--- src/design/itt_pkg.sv ---
// Shared types and constants of the interval timer table.
package itt_pkg;

  // table geometry
  localparam int TIMER_SLOTS = 16;
  localparam int MAX_RESULTS = 16;
  localparam int SLOT_W      = (TIMER_SLOTS > 1) ? $clog2(TIMER_SLOTS) : 1;
  localparam int SCAN_W      = $clog2(TIMER_SLOTS + 1);
  localparam int NRES_W      = $clog2(MAX_RESULTS + 1);

  // command queue between front and back
  localparam int CMDQ_DEPTH = 2;
  localparam int CMDQ_PTR_W = (CMDQ_DEPTH > 1) ? $clog2(CMDQ_DEPTH) : 1;
  localparam int CMDQ_CNT_W = $clog2(CMDQ_DEPTH + 1);

  // field widths
  localparam int OP_W     = 2;
  localparam int KIND_W   = 2;
  localparam int PERIOD_W = 16;
  localparam int COUNT_W  = 16;
  localparam int ID_W     = 16;
  localparam int TIME_W   = 32;

  // most negative repeat count, where a firing saturates
  localparam logic [COUNT_W-1:0] COUNT_MIN = {1'b1, {(COUNT_W-1){1'b0}}};

  typedef enum logic [OP_W-1:0] {
    OP_CREATE     = 2'd0,
    OP_CANCEL     = 2'd1,
    OP_CANCEL_ALL = 2'd2,
    OP_TICK       = 2'd3
  } op_t;

  typedef enum logic [KIND_W-1:0] {
    KIND_CREATED = 2'd0,
    KIND_FULL    = 2'd1,
    KIND_FIRED   = 2'd2
  } kind_t;

  typedef enum logic [1:0] {
    B_IDLE,
    B_SCAN,
    B_FLUSH
  } back_state_t;

  // one decoded input word
  typedef struct packed {
    op_t                        op;
    logic [PERIOD_W-1:0]        period;
    logic signed [COUNT_W-1:0]  count;
    logic [ID_W-1:0]            target;
    logic [TIME_W-1:0]          now;
  } cmd_t;

  // head of the command queue as seen by the back end
  typedef struct packed {
    logic valid;
    cmd_t cmd;
  } cmdq_head_t;

  // one table entry in slot memory
  typedef struct packed {
    logic [PERIOD_W-1:0] period;
    logic [TIME_W-1:0]   last;
    logic [COUNT_W-1:0]  remaining;
    logic [ID_W-1:0]     id;
  } slot_t;

  localparam int SLOT_DW = $bits(slot_t);

endpackage

--- src/design/itt_ifs.sv ---
// Valid/ready channel interfaces for input words and result words.
interface itt_in_if;
  logic                                  valid;
  logic                                  ready;
  logic [itt_pkg::OP_W-1:0]              operation;
  logic [itt_pkg::PERIOD_W-1:0]          period_seconds;
  logic signed [itt_pkg::COUNT_W-1:0]    repeat_count;
  logic [itt_pkg::ID_W-1:0]              target_id;
  logic [itt_pkg::TIME_W-1:0]            now_time;

  modport source (output valid, operation, period_seconds, repeat_count, target_id,
                  now_time, input ready);
  modport sink   (input valid, operation, period_seconds, repeat_count, target_id,
                  now_time, output ready);
endinterface

interface itt_out_if;
  logic                        valid;
  logic                        ready;
  logic [itt_pkg::KIND_W-1:0]  result_kind;
  logic [itt_pkg::ID_W-1:0]    timer_id;
  logic                        last_of_run;

  modport source (output valid, result_kind, timer_id, last_of_run, input ready);
  modport sink   (input valid, result_kind, timer_id, last_of_run, output ready);
endinterface

--- src/design/itt_ram.sv ---
// Generic single-write, single-read RAM with registered read data.
module itt_ram #(
  parameter int DATA_W = 8,
  parameter int DEPTH  = 16
) (
  input  logic                                    clk,
  input  logic                                    we,
  input  logic [((DEPTH > 1) ? $clog2(DEPTH) : 1)-1:0] waddr,
  input  logic [DATA_W-1:0]                       wdata,
  input  logic                                    re,
  input  logic [((DEPTH > 1) ? $clog2(DEPTH) : 1)-1:0] raddr,
  output logic [DATA_W-1:0]                       rdata
);

  logic [DATA_W-1:0] mem [DEPTH];

  // write port
  always_ff @(posedge clk) begin
    if (we) begin
      mem[waddr] <= wdata;
    end
  end

  // read port, holds its data while re is low
  always_ff @(posedge clk) begin
    if (re) begin
      rdata <= mem[raddr];
    end
  end

endmodule

--- src/design/itt_front.sv ---
// Front end: accepts input words, decodes them and queues the commands.
module itt_front (
  input  logic                clk,
  input  logic                rst_n,
  itt_in_if.sink              in_chan,
  output itt_pkg::cmdq_head_t head,
  input  logic                pop
);

  itt_pkg::cmd_t                   q_r [itt_pkg::CMDQ_DEPTH];
  itt_pkg::cmd_t                   in_cmd;
  logic [itt_pkg::CMDQ_PTR_W-1:0]  wr_ptr_r, wr_ptr_nxt;
  logic [itt_pkg::CMDQ_PTR_W-1:0]  rd_ptr_r, rd_ptr_nxt;
  logic [itt_pkg::CMDQ_CNT_W-1:0]  cnt_r, cnt_nxt;
  logic                            push;
  logic                            do_pop;

  // decode the word into a command
  always_comb begin
    in_cmd.op     = itt_pkg::op_t'(in_chan.operation);
    in_cmd.period = in_chan.period_seconds;
    in_cmd.count  = in_chan.repeat_count;
    in_cmd.target = in_chan.target_id;
    in_cmd.now    = in_chan.now_time;
  end

  assign in_chan.ready = (cnt_r != itt_pkg::CMDQ_CNT_W'(itt_pkg::CMDQ_DEPTH));
  assign push          = in_chan.valid && in_chan.ready;
  assign do_pop        = pop && (cnt_r != '0);

  // pointers and fill level
  always_comb begin
    wr_ptr_nxt = wr_ptr_r;
    rd_ptr_nxt = rd_ptr_r;
    cnt_nxt    = cnt_r;
    if (push) begin
      wr_ptr_nxt = (wr_ptr_r == itt_pkg::CMDQ_PTR_W'(itt_pkg::CMDQ_DEPTH - 1)) ?
                   '0 : wr_ptr_r + 1'b1;
    end
    if (do_pop) begin
      rd_ptr_nxt = (rd_ptr_r == itt_pkg::CMDQ_PTR_W'(itt_pkg::CMDQ_DEPTH - 1)) ?
                   '0 : rd_ptr_r + 1'b1;
    end
    case ({push, do_pop})
      2'b10:   cnt_nxt = cnt_r + 1'b1;
      2'b01:   cnt_nxt = cnt_r - 1'b1;
      default: cnt_nxt = cnt_r;
    endcase
  end

  always_ff @(posedge clk) begin
    if (!rst_n) begin
      wr_ptr_r <= '0;
      rd_ptr_r <= '0;
      cnt_r    <= '0;
    end else begin
      wr_ptr_r <= wr_ptr_nxt;
      rd_ptr_r <= rd_ptr_nxt;
      cnt_r    <= cnt_nxt;
    end
  end

  // queue storage
  always_ff @(posedge clk) begin
    if (push) begin
      q_r[wr_ptr_r] <= in_cmd;
    end
  end

  assign head.valid = (cnt_r != '0);
  assign head.cmd   = q_r[rd_ptr_r];

endmodule

--- src/design/itt_back.sv ---
// Back end: slot table, create/cancel handling and the tick/cancel slot scan.
module itt_back (
  input  logic                clk,
  input  logic                rst_n,
  input  itt_pkg::cmdq_head_t head,
  output logic                pop,
  itt_out_if.source           out_chan
);

  itt_pkg::back_state_t            state_r, state_nxt;
  logic [itt_pkg::TIMER_SLOTS-1:0] valid_r, valid_nxt;
  logic [itt_pkg::ID_W-1:0]        id_cnt_r, id_cnt_nxt;
  itt_pkg::cmd_t                   cur_r;
  logic [itt_pkg::SCAN_W-1:0]      scan_idx_r;
  logic                            ev_v_r;
  logic [itt_pkg::SLOT_W-1:0]      ev_idx_r;
  logic                            found_r;
  logic [itt_pkg::NRES_W-1:0]      n_r;
  logic                            pend_v_r;
  logic [itt_pkg::ID_W-1:0]        pend_id_r;

  logic                            out_v_r, out_v_nxt;
  itt_pkg::kind_t                  out_kind_r, out_kind_nxt;
  logic [itt_pkg::ID_W-1:0]        out_id_r, out_id_nxt;
  logic                            out_last_r, out_last_nxt;
  logic                            out_load;
  logic                            out_free;

  logic                            free_any;
  logic [itt_pkg::SLOT_W-1:0]      free_idx;
  logic                            start_scan;
  logic                            create_do;
  logic                            scan_end;

  itt_pkg::slot_t                  rd_slot;
  itt_pkg::slot_t                  wr_slot;
  logic                            ram_we, ram_re;
  logic [itt_pkg::SLOT_W-1:0]      ram_waddr;
  logic                            is_tick, is_cancel;
  logic                            ev_slot_valid;
  logic [itt_pkg::TIME_W:0]        due;
  logic                            fire, report, need_out, stall, advance, issue;
  logic [itt_pkg::COUNT_W-1:0]     rem_new;
  logic                            tick_free, cancel_hit;

  assign out_free = !out_v_r || out_chan.ready;

  // lowest free slot
  always_comb begin
    free_any = 1'b0;
    free_idx = '0;
    for (int i = itt_pkg::TIMER_SLOTS - 1; i >= 0; i--) begin
      if (!valid_r[i]) begin
        free_any = 1'b1;
        free_idx = itt_pkg::SLOT_W'(i);
      end
    end
  end

  // slot memory
  itt_ram #(
    .DATA_W (itt_pkg::SLOT_DW),
    .DEPTH  (itt_pkg::TIMER_SLOTS)
  ) u_slots (
    .clk   (clk),
    .we    (ram_we),
    .waddr (ram_waddr),
    .wdata (wr_slot),
    .re    (ram_re),
    .raddr (scan_idx_r[itt_pkg::SLOT_W-1:0]),
    .rdata (rd_slot)
  );

  // evaluation of the slot whose data the memory just returned
  always_comb begin
    is_tick       = (cur_r.op == itt_pkg::OP_TICK);
    is_cancel     = (cur_r.op == itt_pkg::OP_CANCEL);
    ev_slot_valid = valid_r[ev_idx_r];
    due           = {1'b0, rd_slot.last} +
                    {{(itt_pkg::TIME_W + 1 - itt_pkg::PERIOD_W){1'b0}}, rd_slot.period};
    fire          = (state_r == itt_pkg::B_SCAN) && ev_v_r && is_tick && ev_slot_valid &&
                    (due <= {1'b0, cur_r.now});
    if (fire && (rd_slot.remaining != itt_pkg::COUNT_MIN)) begin
      rem_new = rd_slot.remaining - {{(itt_pkg::COUNT_W-1){1'b0}}, 1'b1};
    end else begin
      rem_new = rd_slot.remaining;
    end
    tick_free  = (state_r == itt_pkg::B_SCAN) && ev_v_r && is_tick && ev_slot_valid &&
                 (rem_new == '0);
    cancel_hit = (state_r == itt_pkg::B_SCAN) && ev_v_r && is_cancel && ev_slot_valid &&
                 (rd_slot.id == cur_r.target) && !found_r;
    report     = fire && (n_r < itt_pkg::NRES_W'(itt_pkg::MAX_RESULTS));
    // a new report pushes the held one out, so the output must have room
    need_out   = report && pend_v_r;
    stall      = need_out && !out_free;
    advance    = !stall;
    issue      = (state_r == itt_pkg::B_SCAN) &&
                 (scan_idx_r < itt_pkg::SCAN_W'(itt_pkg::TIMER_SLOTS)) && advance;
    scan_end   = (scan_idx_r == itt_pkg::SCAN_W'(itt_pkg::TIMER_SLOTS)) && !ev_v_r;
  end

  // next state
  always_comb begin
    state_nxt = state_r;
    case (state_r)
      itt_pkg::B_IDLE: begin
        if (head.valid && ((head.cmd.op == itt_pkg::OP_CANCEL) ||
                           (head.cmd.op == itt_pkg::OP_TICK))) begin
          state_nxt = itt_pkg::B_SCAN;
        end
      end
      itt_pkg::B_SCAN: begin
        if (scan_end) begin
          state_nxt = pend_v_r ? itt_pkg::B_FLUSH : itt_pkg::B_IDLE;
        end
      end
      itt_pkg::B_FLUSH: begin
        if (out_free) begin
          state_nxt = itt_pkg::B_IDLE;
        end
      end
      default: state_nxt = itt_pkg::B_IDLE;
    endcase
  end

  // outputs of the sequencer
  always_comb begin
    pop          = 1'b0;
    start_scan   = 1'b0;
    create_do    = 1'b0;
    out_load     = 1'b0;
    out_kind_nxt = out_kind_r;
    out_id_nxt   = out_id_r;
    out_last_nxt = out_last_r;
    valid_nxt    = valid_r;
    id_cnt_nxt   = id_cnt_r;
    case (state_r)
      itt_pkg::B_IDLE: begin
        if (head.valid) begin
          case (head.cmd.op)
            itt_pkg::OP_CREATE: begin
              if (out_free) begin
                pop          = 1'b1;
                out_load     = 1'b1;
                out_last_nxt = 1'b1;
                if (free_any) begin
                  create_do           = 1'b1;
                  valid_nxt[free_idx] = 1'b1;
                  out_kind_nxt        = itt_pkg::KIND_CREATED;
                  out_id_nxt          = id_cnt_r;
                  id_cnt_nxt          = id_cnt_r + 1'b1;
                end else begin
                  out_kind_nxt = itt_pkg::KIND_FULL;
                  out_id_nxt   = '0;
                end
              end
            end
            itt_pkg::OP_CANCEL_ALL: begin
              pop       = 1'b1;
              valid_nxt = '0;
            end
            default: begin
              pop        = 1'b1;
              start_scan = 1'b1;
            end
          endcase
        end
      end
      itt_pkg::B_SCAN: begin
        if (need_out) begin
          out_load     = out_free;
          out_kind_nxt = itt_pkg::KIND_FIRED;
          out_id_nxt   = pend_id_r;
          out_last_nxt = 1'b0;
        end
        if (advance && (tick_free || cancel_hit)) begin
          valid_nxt[ev_idx_r] = 1'b0;
        end
      end
      itt_pkg::B_FLUSH: begin
        out_load     = out_free;
        out_kind_nxt = itt_pkg::KIND_FIRED;
        out_id_nxt   = pend_id_r;
        out_last_nxt = 1'b1;
      end
      default: begin
        pop = 1'b0;
      end
    endcase
    out_v_nxt = out_load ? 1'b1 : (out_chan.ready ? 1'b0 : out_v_r);
  end

  // memory write: new timer on create, updated entry on a firing
  always_comb begin
    ram_re = issue;
    if (create_do) begin
      ram_we            = 1'b1;
      ram_waddr         = free_idx;
      wr_slot.period    = head.cmd.period;
      wr_slot.last      = head.cmd.now;
      wr_slot.remaining = head.cmd.count;
      wr_slot.id        = id_cnt_r;
    end else begin
      ram_we            = fire && advance;
      ram_waddr         = ev_idx_r;
      wr_slot.period    = rd_slot.period;
      wr_slot.last      = cur_r.now;
      wr_slot.remaining = rem_new;
      wr_slot.id        = rd_slot.id;
    end
  end

  // control registers
  always_ff @(posedge clk) begin
    if (!rst_n) begin
      state_r  <= itt_pkg::B_IDLE;
      valid_r  <= '0;
      id_cnt_r <= '0;
      out_v_r  <= 1'b0;
      ev_v_r   <= 1'b0;
      pend_v_r <= 1'b0;
      found_r  <= 1'b0;
      n_r      <= '0;
      scan_idx_r <= '0;
    end else begin
      state_r  <= state_nxt;
      valid_r  <= valid_nxt;
      id_cnt_r <= id_cnt_nxt;
      out_v_r  <= out_v_nxt;
      if (start_scan) begin
        scan_idx_r <= '0;
        ev_v_r     <= 1'b0;
        found_r    <= 1'b0;
        n_r        <= '0;
        pend_v_r   <= 1'b0;
      end else if (state_r == itt_pkg::B_SCAN) begin
        if (advance) begin
          ev_v_r <= issue;
          if (issue) begin
            scan_idx_r <= scan_idx_r + 1'b1;
          end
          if (cancel_hit) begin
            found_r <= 1'b1;
          end
          if (report) begin
            pend_v_r <= 1'b1;
            n_r      <= n_r + 1'b1;
          end
        end
      end else if ((state_r == itt_pkg::B_FLUSH) && out_free) begin
        pend_v_r <= 1'b0;
      end
    end
  end

  // payload registers
  always_ff @(posedge clk) begin
    if (start_scan) begin
      cur_r <= head.cmd;
    end
    if (issue) begin
      ev_idx_r <= scan_idx_r[itt_pkg::SLOT_W-1:0];
    end
    if ((state_r == itt_pkg::B_SCAN) && advance && report) begin
      pend_id_r <= rd_slot.id;
    end
    if (out_load) begin
      out_kind_r <= out_kind_nxt;
      out_id_r   <= out_id_nxt;
      out_last_r <= out_last_nxt;
    end
  end

  assign out_chan.valid       = out_v_r;
  assign out_chan.result_kind = out_kind_r;
  assign out_chan.timer_id    = out_id_r;
  assign out_chan.last_of_run = out_last_r;

  // checks
  a_ev_only_in_scan: assert property (@(posedge clk) disable iff (!rst_n)
    (state_r != itt_pkg::B_SCAN) |-> !ev_v_r)
    else $error("slot evaluation outside a scan");

  a_report_limit: assert property (@(posedge clk) disable iff (!rst_n)
    n_r <= itt_pkg::NRES_W'(itt_pkg::MAX_RESULTS))
    else $error("more reports than the result limit");

  a_no_overwrite: assert property (@(posedge clk) disable iff (!rst_n)
    out_load |-> (!out_v_r || out_chan.ready))
    else $error("output word overwritten before it was taken");

  a_flush_has_word: assert property (@(posedge clk) disable iff (!rst_n)
    (state_r == itt_pkg::B_FLUSH) |-> pend_v_r)
    else $error("flush state without a held firing");

  a_pop_no_scan: assert property (@(posedge clk) disable iff (!rst_n)
    pop |-> (state_r == itt_pkg::B_IDLE))
    else $error("command popped while busy");

endmodule

--- src/design/interval_timer_table_core.sv ---
// Top level of the interval timer table: front end, command queue and back end.
//
// Usage:
//   in_chan carries command words (create, cancel by id, cancel all, tick);
//   a word is taken when valid and ready are both high. out_chan carries
//   result words: created id, table full, or fired id; last_of_run marks the
//   final word of a command. Cancel, cancel all and a tick with nothing due
//   give no word.
//   Commands pass through a two-entry queue, so input keeps flowing while the
//   back end works. Create and cancel all need no scan; a create result word
//   passes from the queue head into the output register. Cancel and tick scan
//   the slot memory one slot per cycle through its single read port, while
//   the output is not stalled. Reset clears all slot valid bits and the id
//   counter; no clearing pass is needed. When the receiver stalls, the output
//   register holds its word and the scan waits on the next firing; the input
//   side fills the queue and then drops ready.
module interval_timer_table_core (
  input  logic       clk,
  input  logic       rst_n,
  itt_in_if.sink     in_chan,
  itt_out_if.source  out_chan
);

  itt_pkg::cmdq_head_t head;
  logic                pop;

  itt_front u_front (
    .clk     (clk),
    .rst_n   (rst_n),
    .in_chan (in_chan),
    .head    (head),
    .pop     (pop)
  );

  itt_back u_back (
    .clk      (clk),
    .rst_n    (rst_n),
    .head     (head),
    .pop      (pop),
    .out_chan (out_chan)
  );

endmodule

--- src/flat_wrapper.sv ---
// flat-port wrapper written by rule: the top's interface ports become plain ports
module interval_timer_table_core_flat 
  (clk, rst_n, in_chan_valid, in_chan_operation, in_chan_period_seconds, in_chan_repeat_count, in_chan_target_id, in_chan_now_time, in_chan_ready, out_chan_valid, out_chan_result_kind, out_chan_timer_id, out_chan_last_of_run, out_chan_ready);
  itt_in_if in_chan_i ();
  itt_out_if out_chan_i ();
  input  logic clk;
  input  logic rst_n;
  input wire logic [$bits(in_chan_i.valid)-1:0] in_chan_valid;
  input wire logic [$bits(in_chan_i.operation)-1:0] in_chan_operation;
  input wire logic [$bits(in_chan_i.period_seconds)-1:0] in_chan_period_seconds;
  input wire logic [$bits(in_chan_i.repeat_count)-1:0] in_chan_repeat_count;
  input wire logic [$bits(in_chan_i.target_id)-1:0] in_chan_target_id;
  input wire logic [$bits(in_chan_i.now_time)-1:0] in_chan_now_time;
  output wire logic [$bits(in_chan_i.ready)-1:0] in_chan_ready;
  output wire logic [$bits(out_chan_i.valid)-1:0] out_chan_valid;
  output wire logic [$bits(out_chan_i.result_kind)-1:0] out_chan_result_kind;
  output wire logic [$bits(out_chan_i.timer_id)-1:0] out_chan_timer_id;
  output wire logic [$bits(out_chan_i.last_of_run)-1:0] out_chan_last_of_run;
  input wire logic [$bits(out_chan_i.ready)-1:0] out_chan_ready;
  assign in_chan_i.valid = in_chan_valid;
  assign in_chan_i.operation = in_chan_operation;
  assign in_chan_i.period_seconds = in_chan_period_seconds;
  assign in_chan_i.repeat_count = in_chan_repeat_count;
  assign in_chan_i.target_id = in_chan_target_id;
  assign in_chan_i.now_time = in_chan_now_time;
  assign in_chan_ready = in_chan_i.ready;
  assign out_chan_valid = out_chan_i.valid;
  assign out_chan_result_kind = out_chan_i.result_kind;
  assign out_chan_timer_id = out_chan_i.timer_id;
  assign out_chan_last_of_run = out_chan_i.last_of_run;
  assign out_chan_i.ready = out_chan_ready;
  interval_timer_table_core u_core (.clk(clk), .rst_n(rst_n), .in_chan(in_chan_i), .out_chan(out_chan_i));
endmodule
--- config.mk ---
export PLATFORM = sky130hd
export DESIGN_NAME = interval_timer_table_core_flat
export DESIGN_NICKNAME = d
export VERILOG_FILES = /design/src/design/itt_pkg.sv /design/src/design/itt_ifs.sv /design/src/design/itt_ram.sv /design/src/design/itt_front.sv /design/src/design/itt_back.sv /design/src/design/interval_timer_table_core.sv /design/src/flat_wrapper.sv
export SDC_FILE = /design/constraint.sdc
export NUM_CORES = 2
export LEC_CHECK = 0
export BUFFER_PORTS_ARGS = -buffer_cell sky130_fd_sc_hd__buf_4
export CAP_MARGIN = 20
export CORE_ASPECT_RATIO = 1.2
export CORE_MARGIN = 4
export CORE_UTILIZATION = 40
export CTS_CLUSTER_DIAMETER = 60
export DETAILED_ROUTE_END_ITERATION = 16
export GPL_TIMING_DRIVEN = 0
export PLACE_DENSITY_LB_ADDON = 0.1
export SLEW_MARGIN = 40
export SYNTH_ARGS = -nofsm -noshare
export SYNTH_HDL_FRONTEND = slang
export SYNTH_SLANG_ARGS = --single-unit
--- constraint.sdc ---
create_clock -name clk -period 19.9 [get_ports clk]
set_clock_uncertainty 0.2 [all_clocks]
set_input_delay 4.975 -clock clk [delete_from_list [all_inputs] [get_ports clk]]
set_output_delay 4.975 -clock clk [all_outputs]
set_load 0.005 [all_outputs]
==> metrics.md <==
| Metric | Value |
|---|---|
| Min Tclk post-route | `9.30 ns` |
| Multi-input gate area | `0.0155 mm²` |
| Register Area | `0.0495 mm²` |
| Layout cells sized above 1 | `31.5%` |
| Worst-margin pin slew | `0.957 ns` |
| Number of enable flip-flop cells after synthesis | `1613` |
| Fin. max-slew vios | `0` |
| Post-synth top area cell | `edfxtp_1` |
| Gpl congestion | `0.780` |
| WP data arrival | `9.62 ns` |
| Root Buffer | `clkbuf_16` |
| Filler cell count in the final layout | `13100` |
| Vias/cell | `5.66` |
| Post-CTS Resized | `0` |
| Final TNS setup | `0 ns` |
| Synth top area cells | `edfxtp_1, mux4_2, dfxtp_1, nand2_1, ha_1` |
| Worst-case clock buffer depth | `3` |
| Crit Path Class | `reg -> reg` |
| Drt pass-1 iters | `6` |
| Post-synth top area share | `74.2%` |
| CTS tree | `yes` |
| First-pass GRT wire length | `262 mm` |
| Sw power | `2880 µW` |
| GRT overflow | `0` |
| DRC | `0` |
| CP max stage cell | `edfxtp_1` |
| Clock Latency Late Sink | `0.83 ns` |
| Die Y | `451 µm` |
| Distinct cell type count of the synthesized netlist | `66` |
| HP Class | `reg -> reg` |
| Sequential share of power | `46.1%` |
| Top Ports | `107` |
| Hold buffers post-CTS | `0` |
| Normalized max-slew margin | `35.8%` |
| Sw Share | `29.0%` |
| CP Capture Type | `register` |
| Setup violations, final | `0` |
| Syn Inst Count | `3202` |
| Initial DRC Count | `3653` |
| Most common cell in the netlist | `edfxtp_1` |
| H-tree lvl count | `4` |
| Crit-path max cell delay | `0.60 ns` |
| Total GRT Usage | `22.1%` |
| Final worst path period share | `46.8%` |
| Die Width | `377 µm` |
| Largest net degree at the start of global routing | `28` |
| Post-CTS Setup Inserts | `0` |
| DP HPWL | `129 mm` |
| Clock tree sinks | `1666` |
| Leakage | `0.0249 µW` |
| Vias in the first global route | `34500` |
| Status | `finished clean` |
| # rows | `162` |
| Maxcap violations | `0` |
| Antenna violations before repair | `11` |
| Starting Density | `40.2%` |
| RSZ-0062 raised after global routing | `false` |
| Sequential share of the synthesized area | `75.8%` |
| Logic pwr share | `22.8%` |
| Worst ir drop on vdd | `0.114 mV` |
| CP Data Required Time | `20.22 ns` |
| Port Buffers | `105` |
| Reg clk slew, reported paths | `0.06 ns` |
| Ys async rst share | `0%` |
| Hold slack | `0.247 ns` |
| FMAX | `107 MHz` |
| Total CTS buffers | `171` |
| Die area | `0.170 mm²` |
| Internal | `7040 µW` |
| Core area | `0.162 mm²` |
| Post-Route WL | `187 mm` |
| Clock Power Share | `31.1%` |
| Syn_nets | `3348` |
| Synth Cell Area | `0.0653 mm²` |
| CP Max Fanout | `10` |
| Routed WL per cell | `31.6 µm` |
| Post-synth top cells | `edfxtp_1, mux4_2, nand2_1` |
| Syn Area/Cell | `20.4 µm²` |
| Yosys reg bits | `1666` |
| PD cells | `127 mW/mm²` |
| Hold Fails Final Rpt | `0` |
| Syn. warnings | `0` |
| Most used cell, CP | `buf_16` |
| Final #Nets | `3798` |
| Antenna Nets Post-Route | `0` |
| Synth-to-layout area growth | `20.0%` |
| Launching element type of the critical path | `register` |
| Vias | `33500` |
| Main synth FF type | `edfxtp_1` |
[registers in the layout, indices dropped and copies added, names as in the netlist, 2 cells and up, named ones only]
| signal | cells |
|---|---|
| u_core.u_back.cur_r | 50 |
| u_core.u_back.ev_idx_r | 4 |
| u_core.u_back.id_cnt_r | 16 |
| u_core.u_back.n_r | 5 |
| u_core.u_back.out_chan.result_kind | 2 |
| u_core.u_back.out_chan.timer_id | 16 |
| u_core.u_back.pend_id_r | 16 |
| u_core.u_back.scan_idx_r | 5 |
| u_core.u_back.state_r | 2 |
| u_core.u_back.u_slots.mem | 1280 |
| u_core.u_back.u_slots.rdata | 80 |
| u_core.u_back.valid_r | 16 |
| u_core.u_front.cnt_r | 2 |
| u_core.u_front.q_r | 164 |
[cell usage in the layout (no fill, tap or decap), drive strengths merged, types with 7 or more instances in the layout]
| cell type | instances |
|---|---|
| clkinv | 86 |
| and2 | 7 |
| xor2 | 32 |
| buf | 312 |
| mux2i | 29 |
| nand2b | 12 |
| mux4 | 402 |
| nor2b | 19 |
| mux2 | 52 |
| nor3 | 16 |
| nand2 | 205 |
| a21oi | 67 |
| inv | 72 |
| clkbuf | 304 |
| bufinv | 10 |
| nand3 | 43 |
| dfxtp | 53 |
| o31a | 7 |
| o21ai | 97 |
| nor2 | 93 |
| a31oi | 17 |
| a211oi | 17 |
| nand4 | 17 |
| or3 | 9 |
| and3 | 13 |
| xnor2 | 52 |
| ha | 59 |
| nor4 | 7 |
| edfxtp | 1613 |
[power by group through the flow]
stage	Sequential, µW	Combinational, µW	Clock, µW
final	4570	2260	3090
after global routing	4590	2440	3310
after CTS	4580	2270	3160
after detailed placement	4650	2260	0
after global placement	4710	2040	0
after floorplan	4590	1340	0
[path summary, 6_finish.rpt]
path	startpoint	cells after the start	to	slack, ns
setup / recovery	u_core.u_back.u_slots.rdata[65]$_DFFE_PP_	31	u_core.u_back.u_slots.mem[5][33]$_DFFE_PP_	10.60
hold reg to reg	u_core.u_back.found_r$_SDFFE_PP0P_	2	u_core.u_back.found_r$_SDFFE_PP0P_	0.25
hold / removal	u_core.u_back.found_r$_SDFFE_PP0P_	2	u_core.u_back.found_r$_SDFFE_PP0P_	0.25
setup reg to reg	u_core.u_back.u_slots.rdata[65]$_DFFE_PP_	31	u_core.u_back.u_slots.mem[5][33]$_DFFE_PP_	10.60
[through the flow]
step / instance area [µm²] / setup WS, ns / utilization (%) / total power [µW] / cells
6_report: 78300 / 10.60 / 48.3 / 9920 / 5923
5_1_grt: 78300 / 10.29 / 48.3 / 10300 / 5922
4_1_cts: 78200 / 10.50 / 48.1 / 10000 / 5921
3_5_place_dp: 72800 / 10.12 / 44.8 / 6910 / 5611
3_3_place_gp: 68800 / 1.67 / 42.3 / 6750 / 5439
2_1_floorplan: 65300 / 9.39 / - / 5940 / 3202
[routing by layer]
metal / share of wire [%] / track usage (%) / up-vias
li1: - / - / 14100
met4: 3.2 / 7.29 / 6
met2: 50 / 37.2 / 1348
met3: 7.2 / 5.05 / 271
met1: 39 / 28.6 / 17800
met5: 0.017 / 0 / -
[cell type report]
| cell class | instances | area share (%) |
|---|---|---|
| Buffer | 140 | 0.869 |
| Timing Repair Buffer | 277 | 5.66 |
| Inverter | 59 | 0.283 |
| Clock buffer | 199 | 5.68 |
| Sequential cell | 1666 | 63.2 |
| Multi-Input combinational cell | 1337 | 19.8 |
| Antenna cell | 2 | 0.00639 |
| Tap cell | 2132 | 3.40 |
| Clock inverter | 111 | 1.17 |
[logic make-up (layout without fill, tap and decap cells)]
logic type	Yosys count	count (layout)	share of synthesized area, %
AO/OA/AOI/OAI	252	252	2.35
XOR/XNOR	84	84	1.13
adder cells (fa/ha/maj)	60	60	1.16
buffers and inverters	199	786	1.17
flip-flops	1666	1666	75.8
multiplexers	483	483	15.2
other	0	2	0
AND/OR/NAND/NOR	458	458	3.18
[critical path: cells and delay by family, from the launching register on]
kind / cells / cell delay [ns]
flops: 1 / 0.60
buf+inv: 7 / 1.52
xor+xnor: 1 / 0.14
compound gates: 10 / 2.55
simple gates: 11 / 3.22
fa+ha+maj: 2 / 0.69
No activity file was read; power rests on OpenSTA's default activity.
